File: config.mk
export PLATFORM = sky130hd
export DESIGN_NAME = threshold_promote_cache_list
export DESIGN_NICKNAME = d
export VERILOG_FILES = /design/src/design/tpcl_pkg.sv /design/src/design/tpcl_ctrl.sv /design/src/design/tpcl_datapath.sv /design/src/design/threshold_promote_cache_list.sv
export SDC_FILE = /design/constraint.sdc
export NUM_CORES = 2
export LEC_CHECK = 0
export BUFFER_PORTS_ARGS = -buffer_cell sky130_fd_sc_hd__buf_2
export CAP_MARGIN = 20
export CORE_MARGIN = 3
export CORE_UTILIZATION = 53
export DETAILED_ROUTE_END_ITERATION = 7
export GPL_TIMING_DRIVEN = 0
export PLACE_DENSITY = 0.69
export SLEW_MARGIN = 20
export SYNTH_ARGS = -nofsm -noshare
export SYNTH_HDL_FRONTEND = slang
export SYNTH_SLANG_ARGS = --single-unit
File: constraint.sdc
create_clock -name clk -period 11.1 [get_ports clk]
set_clock_uncertainty 0.15 [all_clocks]
set_input_delay 1.11 -clock clk [delete_from_list [all_inputs] [get_ports clk]]
set_output_delay 1.11 -clock clk [all_outputs]
set_load 0.03 [all_outputs]
File: src/design/tpcl_pkg.sv
`timescale 1ns / 1ps
// ----------------------------------------------------------------------------
// tpcl_pkg: shared types and constants
// Types and fixed constants used by the controller, the datapath and the top
// level of the threshold-promoted move-to-front cache list.
// ----------------------------------------------------------------------------
package tpcl_pkg;

	localparam int COUNT_W = 16;
	localparam int CAP_W   = 5;
	localparam int CFG_W   = 16;
	localparam int OCC_W   = 5;
	localparam int PORT_KEY_W = 32;
	// Width used for comparing fill level against capacity; holds 64 and more.
	localparam int LVL_W   = 8;

	localparam logic [COUNT_W-1:0] COUNT_MAX  = 16'hFFFF;
	localparam logic [COUNT_W-1:0] COUNT_ONE  = 16'd1;
	localparam logic [COUNT_W-1:0] THR_RESET  = 16'd2;
	localparam logic [CAP_W-1:0]   CAP_RESET  = 5'd16;

	typedef enum logic {
		REG_THRESHOLD = 1'b0,
		REG_CAPACITY  = 1'b1
	} reg_index_t;

	typedef enum logic [1:0] {
		ST_IDLE,
		ST_CMP,
		ST_UPD
	} state_t;

	typedef struct packed {
		logic load;
		logic compare;
		logic update;
	} cmd_t;

endpackage

File: src/design/tpcl_ctrl.sv
`timescale 1ns / 1ps
// ----------------------------------------------------------------------------
// tpcl_ctrl: request sequencer
// Walks each request through a compare cycle and an update cycle and issues
// the matching commands to the datapath.
// ----------------------------------------------------------------------------
module tpcl_ctrl (
	input  logic            clk,
	input  logic            arst_n,
	input  logic            start,
	output logic            busy,
	output tpcl_pkg::cmd_t  cmd
);

	tpcl_pkg::state_t state_q;
	tpcl_pkg::state_t state_nxt;

	always_ff @(posedge clk or negedge arst_n) begin
		if (!arst_n) begin
			state_q <= tpcl_pkg::ST_IDLE;
		end else begin
			state_q <= state_nxt;
		end
	end

	always_comb begin
		state_nxt = state_q;
		unique case (state_q)
			tpcl_pkg::ST_IDLE: begin
				if (start) state_nxt = tpcl_pkg::ST_CMP;
			end
			tpcl_pkg::ST_CMP: begin
				state_nxt = tpcl_pkg::ST_UPD;
			end
			tpcl_pkg::ST_UPD: begin
				// A new request may enter while this one is being written back.
				state_nxt = start ? tpcl_pkg::ST_CMP : tpcl_pkg::ST_IDLE;
			end
			default: begin
				state_nxt = tpcl_pkg::ST_IDLE;
			end
		endcase
	end

	always_comb begin
		busy        = 1'b0;
		cmd.load    = 1'b0;
		cmd.compare = 1'b0;
		cmd.update  = 1'b0;
		unique case (state_q)
			tpcl_pkg::ST_IDLE: begin
				cmd.load = start;
			end
			tpcl_pkg::ST_CMP: begin
				busy        = 1'b1;
				cmd.compare = 1'b1;
			end
			tpcl_pkg::ST_UPD: begin
				cmd.load   = start;
				cmd.update = 1'b1;
			end
			default: begin
				busy = 1'b0;
			end
		endcase
	end

endmodule

File: src/design/tpcl_datapath.sv
`timescale 1ns / 1ps
// ----------------------------------------------------------------------------
// tpcl_datapath: entry cells, key compare and list update
// Holds the ordered entry cells, compares the request key against all of
// them in parallel, then shifts or updates the cells and registers the result.
// ----------------------------------------------------------------------------
module tpcl_datapath #(
	parameter int MAX_ENTRIES = 16,
	parameter int KEY_BITS    = 32
) (
	input  logic                                 clk,
	input  logic                                 arst_n,
	input  tpcl_pkg::cmd_t                       cmd,
	input  logic                                 cfg_we,
	input  logic                                 cfg_index,
	input  logic [tpcl_pkg::CFG_W-1:0]           cfg_data,
	input  logic [tpcl_pkg::PORT_KEY_W-1:0]      page_key,
	output logic                                 done,
	output logic                                 hit,
	output logic                                 promoted,
	output logic [tpcl_pkg::COUNT_W-1:0]         entry_count,
	output logic                                 evicted_valid,
	output logic [tpcl_pkg::PORT_KEY_W-1:0]      evicted_key,
	output logic [tpcl_pkg::OCC_W-1:0]           occupancy
);

	localparam int FW = $clog2(MAX_ENTRIES + 1);
	localparam int IW = (MAX_ENTRIES > 1) ? $clog2(MAX_ENTRIES) : 1;
	localparam int LW = tpcl_pkg::LVL_W;

	// Configuration.
	logic [tpcl_pkg::COUNT_W-1:0] thr_q;
	logic [tpcl_pkg::CAP_W-1:0]   cap_q;

	always_ff @(posedge clk or negedge arst_n) begin
		if (!arst_n) begin
			thr_q <= tpcl_pkg::THR_RESET;
			cap_q <= tpcl_pkg::CAP_RESET;
		end else if (cfg_we) begin
			unique case (tpcl_pkg::reg_index_t'(cfg_index))
				tpcl_pkg::REG_THRESHOLD: thr_q <= cfg_data;
				tpcl_pkg::REG_CAPACITY:  cap_q <= cfg_data[tpcl_pkg::CAP_W-1:0];
				default:                 thr_q <= thr_q;
			endcase
		end
	end

	// Request key and entry cells.
	logic [KEY_BITS-1:0]          key_q;
	logic [KEY_BITS-1:0]          cell_key_q [MAX_ENTRIES];
	logic [tpcl_pkg::COUNT_W-1:0] cell_cnt_q [MAX_ENTRIES];
	logic [FW-1:0]                fill_q;

	always_ff @(posedge clk) begin
		if (cmd.load) begin
			key_q <= KEY_BITS'(page_key);
		end
	end

	// Compare cycle.
	logic [LW-1:0]                fill_lvl;
	logic [LW-1:0]                cap_lvl;
	logic [LW-1:0]                eff_cap;
	logic [MAX_ENTRIES-1:0]       match;
	logic [MAX_ENTRIES-1:0]       shift_vec;
	logic [tpcl_pkg::COUNT_W-1:0] cnt_sel;
	logic [tpcl_pkg::COUNT_W-1:0] cnt_inc;
	logic                         any_hit;
	logic                         do_promote;
	logic                         do_evict;
	logic [IW-1:0]                tail_idx;
	logic [IW-1:0]                prev_idx;
	logic [KEY_BITS-1:0]          tail_key;

	assign fill_lvl = LW'(fill_q);
	assign cap_lvl  = LW'(cap_q);
	assign tail_idx = IW'(fill_q - FW'(1));
	assign prev_idx = IW'(fill_q - FW'(2));

	always_comb begin
		if (cap_lvl == '0) begin
			eff_cap = LW'(1);
		end else if (cap_lvl > LW'(MAX_ENTRIES)) begin
			eff_cap = LW'(MAX_ENTRIES);
		end else begin
			eff_cap = cap_lvl;
		end
	end

	always_comb begin
		cnt_sel = '0;
		for (int i = 0; i < MAX_ENTRIES; i++) begin
			match[i] = (LW'(i) < fill_lvl) && (cell_key_q[i] == key_q);
			cnt_sel  = cnt_sel | (cell_cnt_q[i] & {tpcl_pkg::COUNT_W{match[i]}});
		end
		// A cell shifts on promotion when it lies at or ahead of the hit entry.
		for (int i = 0; i < MAX_ENTRIES; i++) begin
			shift_vec[i] = |(match >> i);
		end
	end

	assign any_hit    = |match;
	assign cnt_inc    = (cnt_sel == tpcl_pkg::COUNT_MAX) ? cnt_sel
	                  : cnt_sel + tpcl_pkg::COUNT_ONE;
	assign do_promote = any_hit && (cnt_inc > thr_q);
	assign do_evict   = any_hit ? (do_promote && (fill_lvl > eff_cap))
	                  : (fill_lvl >= eff_cap);
	// When the tail entry itself is promoted, the entry ahead of it becomes the tail.
	assign tail_key   = (do_promote && match[tail_idx]) ? cell_key_q[prev_idx]
	                  : cell_key_q[tail_idx];

	logic                         hit_s1;
	logic                         promote_s1;
	logic                         evict_s1;
	logic [MAX_ENTRIES-1:0]       match_s1;
	logic [MAX_ENTRIES-1:0]       shift_s1;
	logic [tpcl_pkg::COUNT_W-1:0] cnt_s1;
	logic [KEY_BITS-1:0]          evkey_s1;

	always_ff @(posedge clk) begin
		if (cmd.compare) begin
			hit_s1     <= any_hit;
			promote_s1 <= do_promote;
			evict_s1   <= do_evict;
			match_s1   <= match;
			shift_s1   <= shift_vec;
			cnt_s1     <= cnt_inc;
			evkey_s1   <= tail_key;
		end
	end

	// Update cycle: cell writes.
	for (genvar i = 0; i < MAX_ENTRIES; i++) begin : g_cell
		if (i == 0) begin : g_head
			always_ff @(posedge clk) begin
				if (cmd.update) begin
					if (!hit_s1 || promote_s1) begin
						cell_key_q[i] <= key_q;
						cell_cnt_q[i] <= hit_s1 ? cnt_s1 : tpcl_pkg::COUNT_ONE;
					end else if (match_s1[i]) begin
						cell_cnt_q[i] <= cnt_s1;
					end
				end
			end
		end else begin : g_body
			always_ff @(posedge clk) begin
				if (cmd.update) begin
					if (!hit_s1 || (promote_s1 && shift_s1[i])) begin
						cell_key_q[i] <= cell_key_q[i-1];
						cell_cnt_q[i] <= cell_cnt_q[i-1];
					end else if (!promote_s1 && match_s1[i]) begin
						cell_cnt_q[i] <= cnt_s1;
					end
				end
			end
		end
	end

	logic [FW-1:0] fill_nxt;

	always_comb begin
		fill_nxt = fill_q;
		if (!hit_s1) begin
			if (!evict_s1) fill_nxt = fill_q + FW'(1);
		end else if (evict_s1) begin
			fill_nxt = fill_q - FW'(1);
		end
	end

	always_ff @(posedge clk or negedge arst_n) begin
		if (!arst_n) begin
			fill_q <= '0;
			done   <= 1'b0;
		end else begin
			done <= cmd.update;
			if (cmd.update) fill_q <= fill_nxt;
		end
	end

	always_ff @(posedge clk) begin
		if (cmd.update) begin
			hit           <= hit_s1;
			promoted      <= promote_s1;
			entry_count   <= hit_s1 ? cnt_s1 : tpcl_pkg::COUNT_ONE;
			evicted_valid <= evict_s1;
			evicted_key   <= evict_s1 ? tpcl_pkg::PORT_KEY_W'(evkey_s1) : '0;
			occupancy     <= tpcl_pkg::OCC_W'(fill_nxt);
		end
	end

endmodule

File: src/design/threshold_promote_cache_list.sv
`timescale 1ns / 1ps
// ----------------------------------------------------------------------------
// threshold_promote_cache_list: threshold-promoted move-to-front cache list
// Ordered list of page keys with hit counts; hits count up and move to the
// front past a threshold, misses insert at the front and may evict the tail.
// ----------------------------------------------------------------------------
//  Channel   Handshake                Payload
//  request   start, busy              page_key
//  result    done (one-cycle strobe)  hit, promoted, entry_count,
//                                     evicted_valid, evicted_key, occupancy
//  config    cfg_we                   cfg_index, cfg_data
//
//  A request takes a compare cycle (all cells in parallel) and an update
//  cycle (shift or count write); busy is high only during the compare cycle,
//  so a new request can be taken in the update cycle of the one before.
//  The key is registered on acceptance, the compare result at the end of
//  the compare cycle, and done and the result at the end of the update cycle.
//  Reset clears the list and loads threshold 2 and capacity 16.
//  The receiver cannot stall; done marks each result for one cycle only.
// ----------------------------------------------------------------------------
module threshold_promote_cache_list #(
	parameter int MAX_ENTRIES = 16,
	parameter int KEY_BITS    = 32
) (
	input  logic                                 clk,
	input  logic                                 arst_n,
	input  logic                                 start,
	output logic                                 busy,
	input  logic [tpcl_pkg::PORT_KEY_W-1:0]      page_key,
	input  logic                                 cfg_we,
	input  logic                                 cfg_index,
	input  logic [tpcl_pkg::CFG_W-1:0]           cfg_data,
	output logic                                 done,
	output logic                                 hit,
	output logic                                 promoted,
	output logic [tpcl_pkg::COUNT_W-1:0]         entry_count,
	output logic                                 evicted_valid,
	output logic [tpcl_pkg::PORT_KEY_W-1:0]      evicted_key,
	output logic [tpcl_pkg::OCC_W-1:0]           occupancy
);

	tpcl_pkg::cmd_t cmd;

	tpcl_ctrl u_ctrl (
		.clk    (clk),
		.arst_n (arst_n),
		.start  (start),
		.busy   (busy),
		.cmd    (cmd)
	);

	tpcl_datapath #(
		.MAX_ENTRIES (MAX_ENTRIES),
		.KEY_BITS    (KEY_BITS)
	) u_dp (
		.clk           (clk),
		.arst_n        (arst_n),
		.cmd           (cmd),
		.cfg_we        (cfg_we),
		.cfg_index     (cfg_index),
		.cfg_data      (cfg_data),
		.page_key      (page_key),
		.done          (done),
		.hit           (hit),
		.promoted      (promoted),
		.entry_count   (entry_count),
		.evicted_valid (evicted_valid),
		.evicted_key   (evicted_key),
		.occupancy     (occupancy)
	);

endmodule

Word-level counts from Yosys, hierarchy flattened
Memories as Yosys holds them, arrays and structs flattened.
Cells that the tools add are included.
{"block": "totals", "regBits": 200, "latch_bits": 0, "ram_bits": 768, "rom_bits": 0, "memories": 2}
{"memory": "u_dp.cell_key_q", "words": 16, "width": 32, "rd": 18, "rd_clocked_by_memory_dff": 0, "wr": 16, "line": "tpcl_datapath.sv:50", "source": "logic [KEY_BITS-1:0] cell_key_q [MAX_ENTRIES];"}
{"memory": "u_dp.cell_cnt_q", "words": 16, "width": 16, "rd": 16, "rd_clocked_by_memory_dff": 0, "wr": 16, "line": "tpcl_datapath.sv:51", "source": "logic [tpcl_pkg::COUNT_W-1:0] cell_cnt_q [MAX_ENTRIES];"}
{"block": "classes", "addsub": 4, "n_mul": 0, "n_div": 0, "magnitude_cmp": 21, "eq_ne": 20, "shift": 0, "n_mux": 145, "bitwise_logic": 48, "n_reduce_logical": 87}
{"cell": "$eq 32x32->1", "n": 16}
{"cell": "$mux 16", "n": 18}
{"cell": "$and 16x16->16", "n": 16}
{"cell": "$or 16x16->16", "n": 15}
{"cell": "$mux 1", "n": 118}
{"cell": "$logic_and 1x1->1", "n": 49}
{"cell": "$lt 4x5->1 const A", "n": 8}
{"cell": "$mux 32", "n": 1}
{"cell": "$mux 5", "n": 5}
{"cell": "$lt 3x5->1 const A", "n": 4}
{"cell": "$add 16x1->16 const B", "n": 1}
{"cell": "$eq 16x16->1 const B", "n": 1}
{"cell": "$gt 16x16->1", "n": 1}
{"cell": "$logic_or 1x1->1", "n": 16}
{"cell": "$or 1x1->1", "n": 16}
{"cell": "$reduce_or 16->1", "n": 1}
{"cell": "$reduce_or 15->1", "n": 1}
{"cell": "$reduce_or 14->1", "n": 1}
{"cell": "$reduce_or 13->1", "n": 1}
{"cell": "$reduce_or 12->1", "n": 1}
{"cell": "$reduce_or 11->1", "n": 1}
{"cell": "$lt 1x5->1 const A", "n": 2}
{"cell": "$lt 2x5->1 const A", "n": 2}
{"cell": "$reduce_or 10->1", "n": 1}
{"cell": "other kinds (26)", "n": 29}

Depth between registers and ports, before layout
An unclocked memory read counts as a cell.
{"block": "logic_depth", "word_depth": 25, "ltp_mapped": 30, "mapped_depth_nobuf": 27}

Modules after synthesis
Synthesis repeated with hierarchy kept, for this count alone.
{"block": "unflattened", "cells_unflattened": 3457, "area_unflattened_um2": 51937.3}
{"mod": "tpcl_datapath", "n_inst": 1, "cells_per_inst": 3449, "area_each_um2": 51847.2}
{"mod": "tpcl_ctrl", "n_inst": 1, "cells_per_inst": 8, "area_each_um2": 90.1}

Worst setup path after synthesis
OpenSTA, ideal clock, no wires.
{"block": "synth_timing", "path_kind": "reg-to-reg", "from": "register u_dp.fill_q[1]", "to": "register u_dp.evkey_s1[10], data pin", "setup_ns": 0.262, "arrival_ns": 6.679, "t_required_ns": 10.688, "path_slack_ns": 4.009, "stages_incl_launch_ff": 31, "path_buffers": 4, "synth_period_minus_slack_ns": 7.091, "cell_sequence": "dfrtp_1 -> clkbuf_1 -> clkbuf_1 -> inv_1 -> ha_1 -> inv_1 -> a21oi_1 -> nor4_2 -> and3_1 -> buf_2 -> a22oi_1 -> and4_1 -> nand3_1 -> ha_1 -> inv_1 -> nor4_2 -> nand4_1 -> nor3_2 -> mux2_1 -> ha_1 -> nor2b_1 -> o21a_1 -> o21a_1 -> o21a_1 -> o21a_1 -> o21a_1 -> o21a_1 -> o31ai_1 -> nor3_4 -> buf_6 -> mux2_1"}
{"item": "start, declared", "line": "tpcl_datapath.sv:52", "source": "logic [FW-1:0] fill_q;"}
{"item": "start signal, assigned", "line": "tpcl_datapath.sv:176", "source": "if (cmd.update) fill_q <= fill_nxt;"}
{"item": "$lt 4x5->1 (*)", "line": "tpcl_datapath.sv:93", "source": "match[i] = (LW'(i) < fill_lvl) && (cell_key_q[i] == key_q);"}
{"item": "$logic_and 1x1->1 (*)", "line": "tpcl_datapath.sv:93"}
{"item": "named net u_dp.match[10]", "line": "tpcl_datapath.sv:64", "source": "logic [MAX_ENTRIES-1:0] match;"}
{"item": "$and 16x16->16 (*)", "line": "tpcl_datapath.sv:94", "source": "cnt_sel = cnt_sel | (cell_cnt_q[i] & {tpcl_pkg::COUNT_W{match[i]}});"}
{"item": "$or 16x16->16 (*) (6 in a row)", "line": "tpcl_datapath.sv:94"}
{"item": "$add 16x1->16 / $eq 16x16->1 (equally long branches)", "line": "tpcl_datapath.sv:104, tpcl_datapath.sv:103"}
{"item": "$mux 16 (*)", "line": "tpcl_datapath.sv:103", "source": "assign cnt_inc = (cnt_sel == tpcl_pkg::COUNT_MAX) ? cnt_sel"}
{"item": "named net u_dp.cnt_inc (one bit)", "line": "tpcl_datapath.sv:67", "source": "logic [tpcl_pkg::COUNT_W-1:0] cnt_inc;"}
{"item": "$gt 16x16->1 (*)", "line": "tpcl_datapath.sv:105", "source": "assign do_promote = any_hit && (cnt_inc > thr_q);"}
{"item": "$logic_and 1x1->1 (*)", "line": "tpcl_datapath.sv:105"}
{"item": "$logic_and 1x1->1 (*)", "line": "tpcl_datapath.sv:109", "source": "assign tail_key = (do_promote && match[tail_idx]) ? cell_key_q[prev_idx]"}
{"item": "$mux 32 (*)", "line": "tpcl_datapath.sv:109"}
{"item": "named net u_dp.tail_key[10]", "line": "tpcl_datapath.sv:73", "source": "logic [KEY_BITS-1:0] tail_key;"}
{"item": "end signal, assigned", "line": "tpcl_datapath.sv:128", "source": "evkey_s1 <= tail_key;"}
{"item": "end, declared", "line": "tpcl_datapath.sv:118", "source": "logic [KEY_BITS-1:0] evkey_s1;"}
The timed path passes the listed nets; every way through them passes the cells marked *. The select of a mux whose other input is x is not followed.
A chain may end at the register's enable or synchronous reset.

Worst setup path after layout
{"block": "layout_timing", "from": "register u_dp.fill_q[1]", "to": "register u_dp.evkey_s1[4], data pin"}
{"block": "layout_via", "elab_chain_len": 24}
{"item": "$lt 1x5->1 (*)", "line": "tpcl_datapath.sv:93"}
{"item": "$logic_and 1x1->1 (*)", "line": "tpcl_datapath.sv:93"}
{"item": "named net u_dp.match[0]", "line": "tpcl_datapath.sv:64"}
{"item": "$and 16x16->16 (*)", "line": "tpcl_datapath.sv:94"}
{"item": "$or 16x16->16 (*) (15 in a row)", "line": "tpcl_datapath.sv:94"}
{"item": "$add 16x1->16 / $eq 16x16->1 (equally long branches)", "line": "tpcl_datapath.sv:104, tpcl_datapath.sv:103"}
{"item": "$mux 16 (*)", "line": "tpcl_datapath.sv:103"}
{"item": "named net u_dp.cnt_inc (one bit)", "line": "tpcl_datapath.sv:67"}
{"item": "$gt 16x16->1 (*)", "line": "tpcl_datapath.sv:105"}
{"item": "$logic_and 1x1->1 (*)", "line": "tpcl_datapath.sv:105"}
{"item": "$logic_and 1x1->1 (*)", "line": "tpcl_datapath.sv:109"}
{"item": "$mux 32 (*)", "line": "tpcl_datapath.sv:109"}
{"item": "named net u_dp.tail_key[4]", "line": "tpcl_datapath.sv:73"}
Marks and branches as above.

==> metrics.md <==
| Metric | Value |
|---|---|
| Pre-antenna DRT Iters | `6` |
| # IOs | `about 110` |
| Setup crit end kind | `register` |
| Area Growth Syn to Fin | `13.5%` |
| Most used cell, CP | `o21a_1` |
| Relative slew slack | `between 10% and 20%` |
| Min-Delay Path Class | `primary input to async pin` |
| Final setup fails | `0` |
| Detailed Route WL | `212 mm` |
| Initial antenna violation count | `21` |
| Width of the chip | `315 um` |
| Total number of yosys warnings | `0` |
| Inserted Clock Buffers | `105` |
| First-pass GRT wire length | `284 mm` |
| CORE AREA | `94,000 um^2` |
| Total power | `0.0140 W` |
| Crit path max-delay family | `simple AND/OR/NAND/NOR gates` |
| Average size of a mapped cell | `between 15 and 20 um^2` |
| Wire length per cell | `about 45 um` |
| Slowest-stage cell, CP | `nor4_4` |
| Fin crit share | `between 90% and 100%` |
| Arrival time worst endpoint | `11.01 ns` |
| Syn Nets | `3,214` |
| Minimum clock period | `10.75 ns` |
| Critical path type | `register to register` |
| CTS tree | `yes` |
| Peak fanout along the critical path | `10` |
| Post-synth EDFFs | `937` |
| CTS clk-pin slew, worst paths | `0.06 ns` |
| DRT iter0 DRCs | `~6,000` |
| H-tree levels | `3` |
| Register area share after synthesis | `57.0%` |
| Post-Route Utilization | `61.1%` |
| Chip height | `315 um` |
| # DRC | `0` |
| Worst VDD drop | `138 uV` |
| Final hold viol count | `0` |
| Post-CTS setup repair buffer count | `0` |
| Die area | `99,400 um^2` |
| CTS Sinks | `966` |
| Maximum clock path buffer count | `3` |
| Least-Margin Pin Slew | `1.26 ns` |
| Overall routing resource usage | `a little over two fifths` |
| HPWL Detailed | `between 150 and 200 mm` |
| Share of cells above drive strength 1 | `a little under a third` |
| Fmax achieved | `0.0930 GHz` |
| Vias | `34,300` |
| Critical Path RT | `11.36 ns` |
| # port buffers | `110` |
| Pin count of the biggest net entering global routing | `36` |
| Post-Syn Area | `50,700 um^2` |
| Critical path origin | `u_dp.fill_q[1]` |
| Max-cap violations | `0` |
| Reg-to-reg startpoint | `u_dp.fill_q[1]` |
| Number of global-route vias before repair | `roughly 33,000` |
| Prevailing post-synth register cell | `edfxtp_1` |
| CP max stage delay | `0.73 ns` |
| Final #Nets | `3,471` |
| Antenna-violating nets left | `0` |
| Gate Count Post-Synth | `~3,100` |
| Final hold slack | `0.284 ns` |
| Latest clock arrival within the worst-skew pair | `just over 0.7 ns` |
| Fillers | `7,019` |
| Status | `finished, final reports clean` |
| Distinct cell type count after synthesis | `about 70` |
| Num rows | `112` |
| Final Wtd Congestion | `1.13` |
| Final slew viol count | `0` |
| RSZ-0062 raised after global routing | `no` |
| CTS root buffer | `clkbuf_16` |
| CP Launch Type | `register` |
| PD cells | `243 nW/um^2` |
| Initial Util | `between 50% and 60%` |
| Worst Path Buf+Inv | `6` |
| GRT overflow | `0` |
| Leak Pwr | `between 15 and 20 nW` |
| Register bit total from synthesis | `966` |
| Vias per cell | `7.25` |
| Async SR Flop Fraction | `around 3%` |
-- flip-flops by register name, indices dropped and copies added, names as in the netlist, 16 cells and up --
name / cells
u_dp.key_q: 32
u_dp.evicted_key: 32
u_dp.cnt_s1: 16
u_dp.thr_q: 16
u_dp.shift_s1: 16
u_dp.cell_key_q: 512
u_dp.cell_cnt_q: 256
u_dp.entry_count: 16
u_dp.evkey_s1: 32
-- metal layers --
layer	vias up	global-route usage [%]	routed length, um
met1	17700	60.3	80400
met4	10	13.5	7740
li1	13100	-	-
met5	-	0.889	166
met3	339	28.2	44100
met2	3158	53.0	79600
-- repair_timing --
action                     CTS  global route
setup endpoints to repair    0             6
hold buffers                 0             0
resized for setup            0             1
-- final timing paths --
kind                                              end  slack [ns]  cells after the start
worst max-delay path                 u_dp.evkey_s1[4]        0.35                     30
worst min-delay path                   u_dp.fill_q[4]        0.28                      1
worst max register to register       u_dp.evkey_s1[4]        0.35                     30
worst min register to register  u_dp.cell_key_q[0][6]        0.31                      0
max in group asynchronous               u_dp.thr_q[3]       10.10                      1
min in group clk                u_dp.cell_key_q[0][6]        0.31                      0
-- stage by stage --
stage,setup TNS [ns],setup WS (ns),instance area (um^2),instances
3_3_place_gp,-4.04,-0.208,52800,4494
4_1_cts,0,0.00132,57400,4725
2_1_floorplan,0,4.01,50700,3130
5_1_grt,0,0.245,57500,4726
3_5_place_dp,0,0.0548,54000,4533
6_report,0,0.350,57500,4732
-- kinds of logic (layout without fill, tap and decap cells) --
group / Yosys count / after routing / synth area share [%]
flops: 966 / 966 / 57.0
mux: 604 / 604 / 20.5
xor+xnor: 531 / 531 / 9.19
simple gates: 491 / 491 / 6.31
buf+inv: 294 / 636 / 3.05
compound gates: 213 / 213 / 3.17
fa+ha+maj: 31 / 31 / 0.765
other cells: 0 / 6 / 0
-- cell usage in the layout (no fill, tap or decap), types with 28 or more instances in the layout --
cell type	n
a22oi_1	30
mux2_1	35
buf_6	47
and2_1	50
inv_1	77
edfxtp_1	937
clkbuf_1	105
clkbuf_16	112
xnor2_1	470
mux2_2	246
xor2_1	58
mux4_2	321
nand2_1	58
buf_2	149
ha_1	31
buf_16	28
nand4_1	204
o2111ai_1	33
-- Yosys cell counts, types with 21 or more instances --
| master | number | share of area (%) |
|---|---|---|
| inv_1 | 79 | 0.59 |
| mux2_2 | 246 | 5.5 |
| buf_1 | 21 | 0.16 |
| nor2_1 | 26 | 0.19 |
| o2111ai_1 | 33 | 0.57 |
| clkbuf_1 | 99 | 0.73 |
| edfxtp_1 | 937 | 56 |
| nand2_1 | 58 | 0.43 |
| o21ai_0 | 21 | 0.21 |
| and2_1 | 51 | 0.63 |
| dfrtp_1 | 27 | 1.3 |
| nand4_1 | 204 | 2.5 |
| xnor2_1 | 472 | 8.2 |
| buf_6 | 46 | 1.0 |
| buf_2 | 27 | 0.27 |
| ha_1 | 31 | 0.77 |
| xor2_1 | 58 | 1.0 |
| a22oi_1 | 30 | 0.44 |
| mux2_1 | 35 | 0.78 |
| a21oi_1 | 35 | 0.35 |
| mux4_2 | 321 | 14 |
-- power by group --
group          internal, W  switching, W  total (W)  leakage, nW
clock              0.00204       0.00155    0.00360         1.69
sequential         0.00433      0.000185    0.00452         8.98
combinational      0.00230       0.00354    0.00584         8.16
-- layout make-up --
class / instances / area (um^2) / area share, %
Sequential cell: 966 / 28900 / 50.2
Multi-Input combinational cell: 1870 / 20500 / 35.7
Buffer: 211 / 1270 / 2.21
Clock buffer: 131 / 2880 / 5.02
Timing Repair Buffer: 150 / 1490 / 2.59
Tap cell: 1254 / 1570 / 2.73
Clock inverter: 61 / 556 / 0.966
Inverter: 83 / 314 / 0.546
Antenna cell: 6 / 15.0 / 0.0261
No activity file was read; power rests on OpenSTA's default activity.
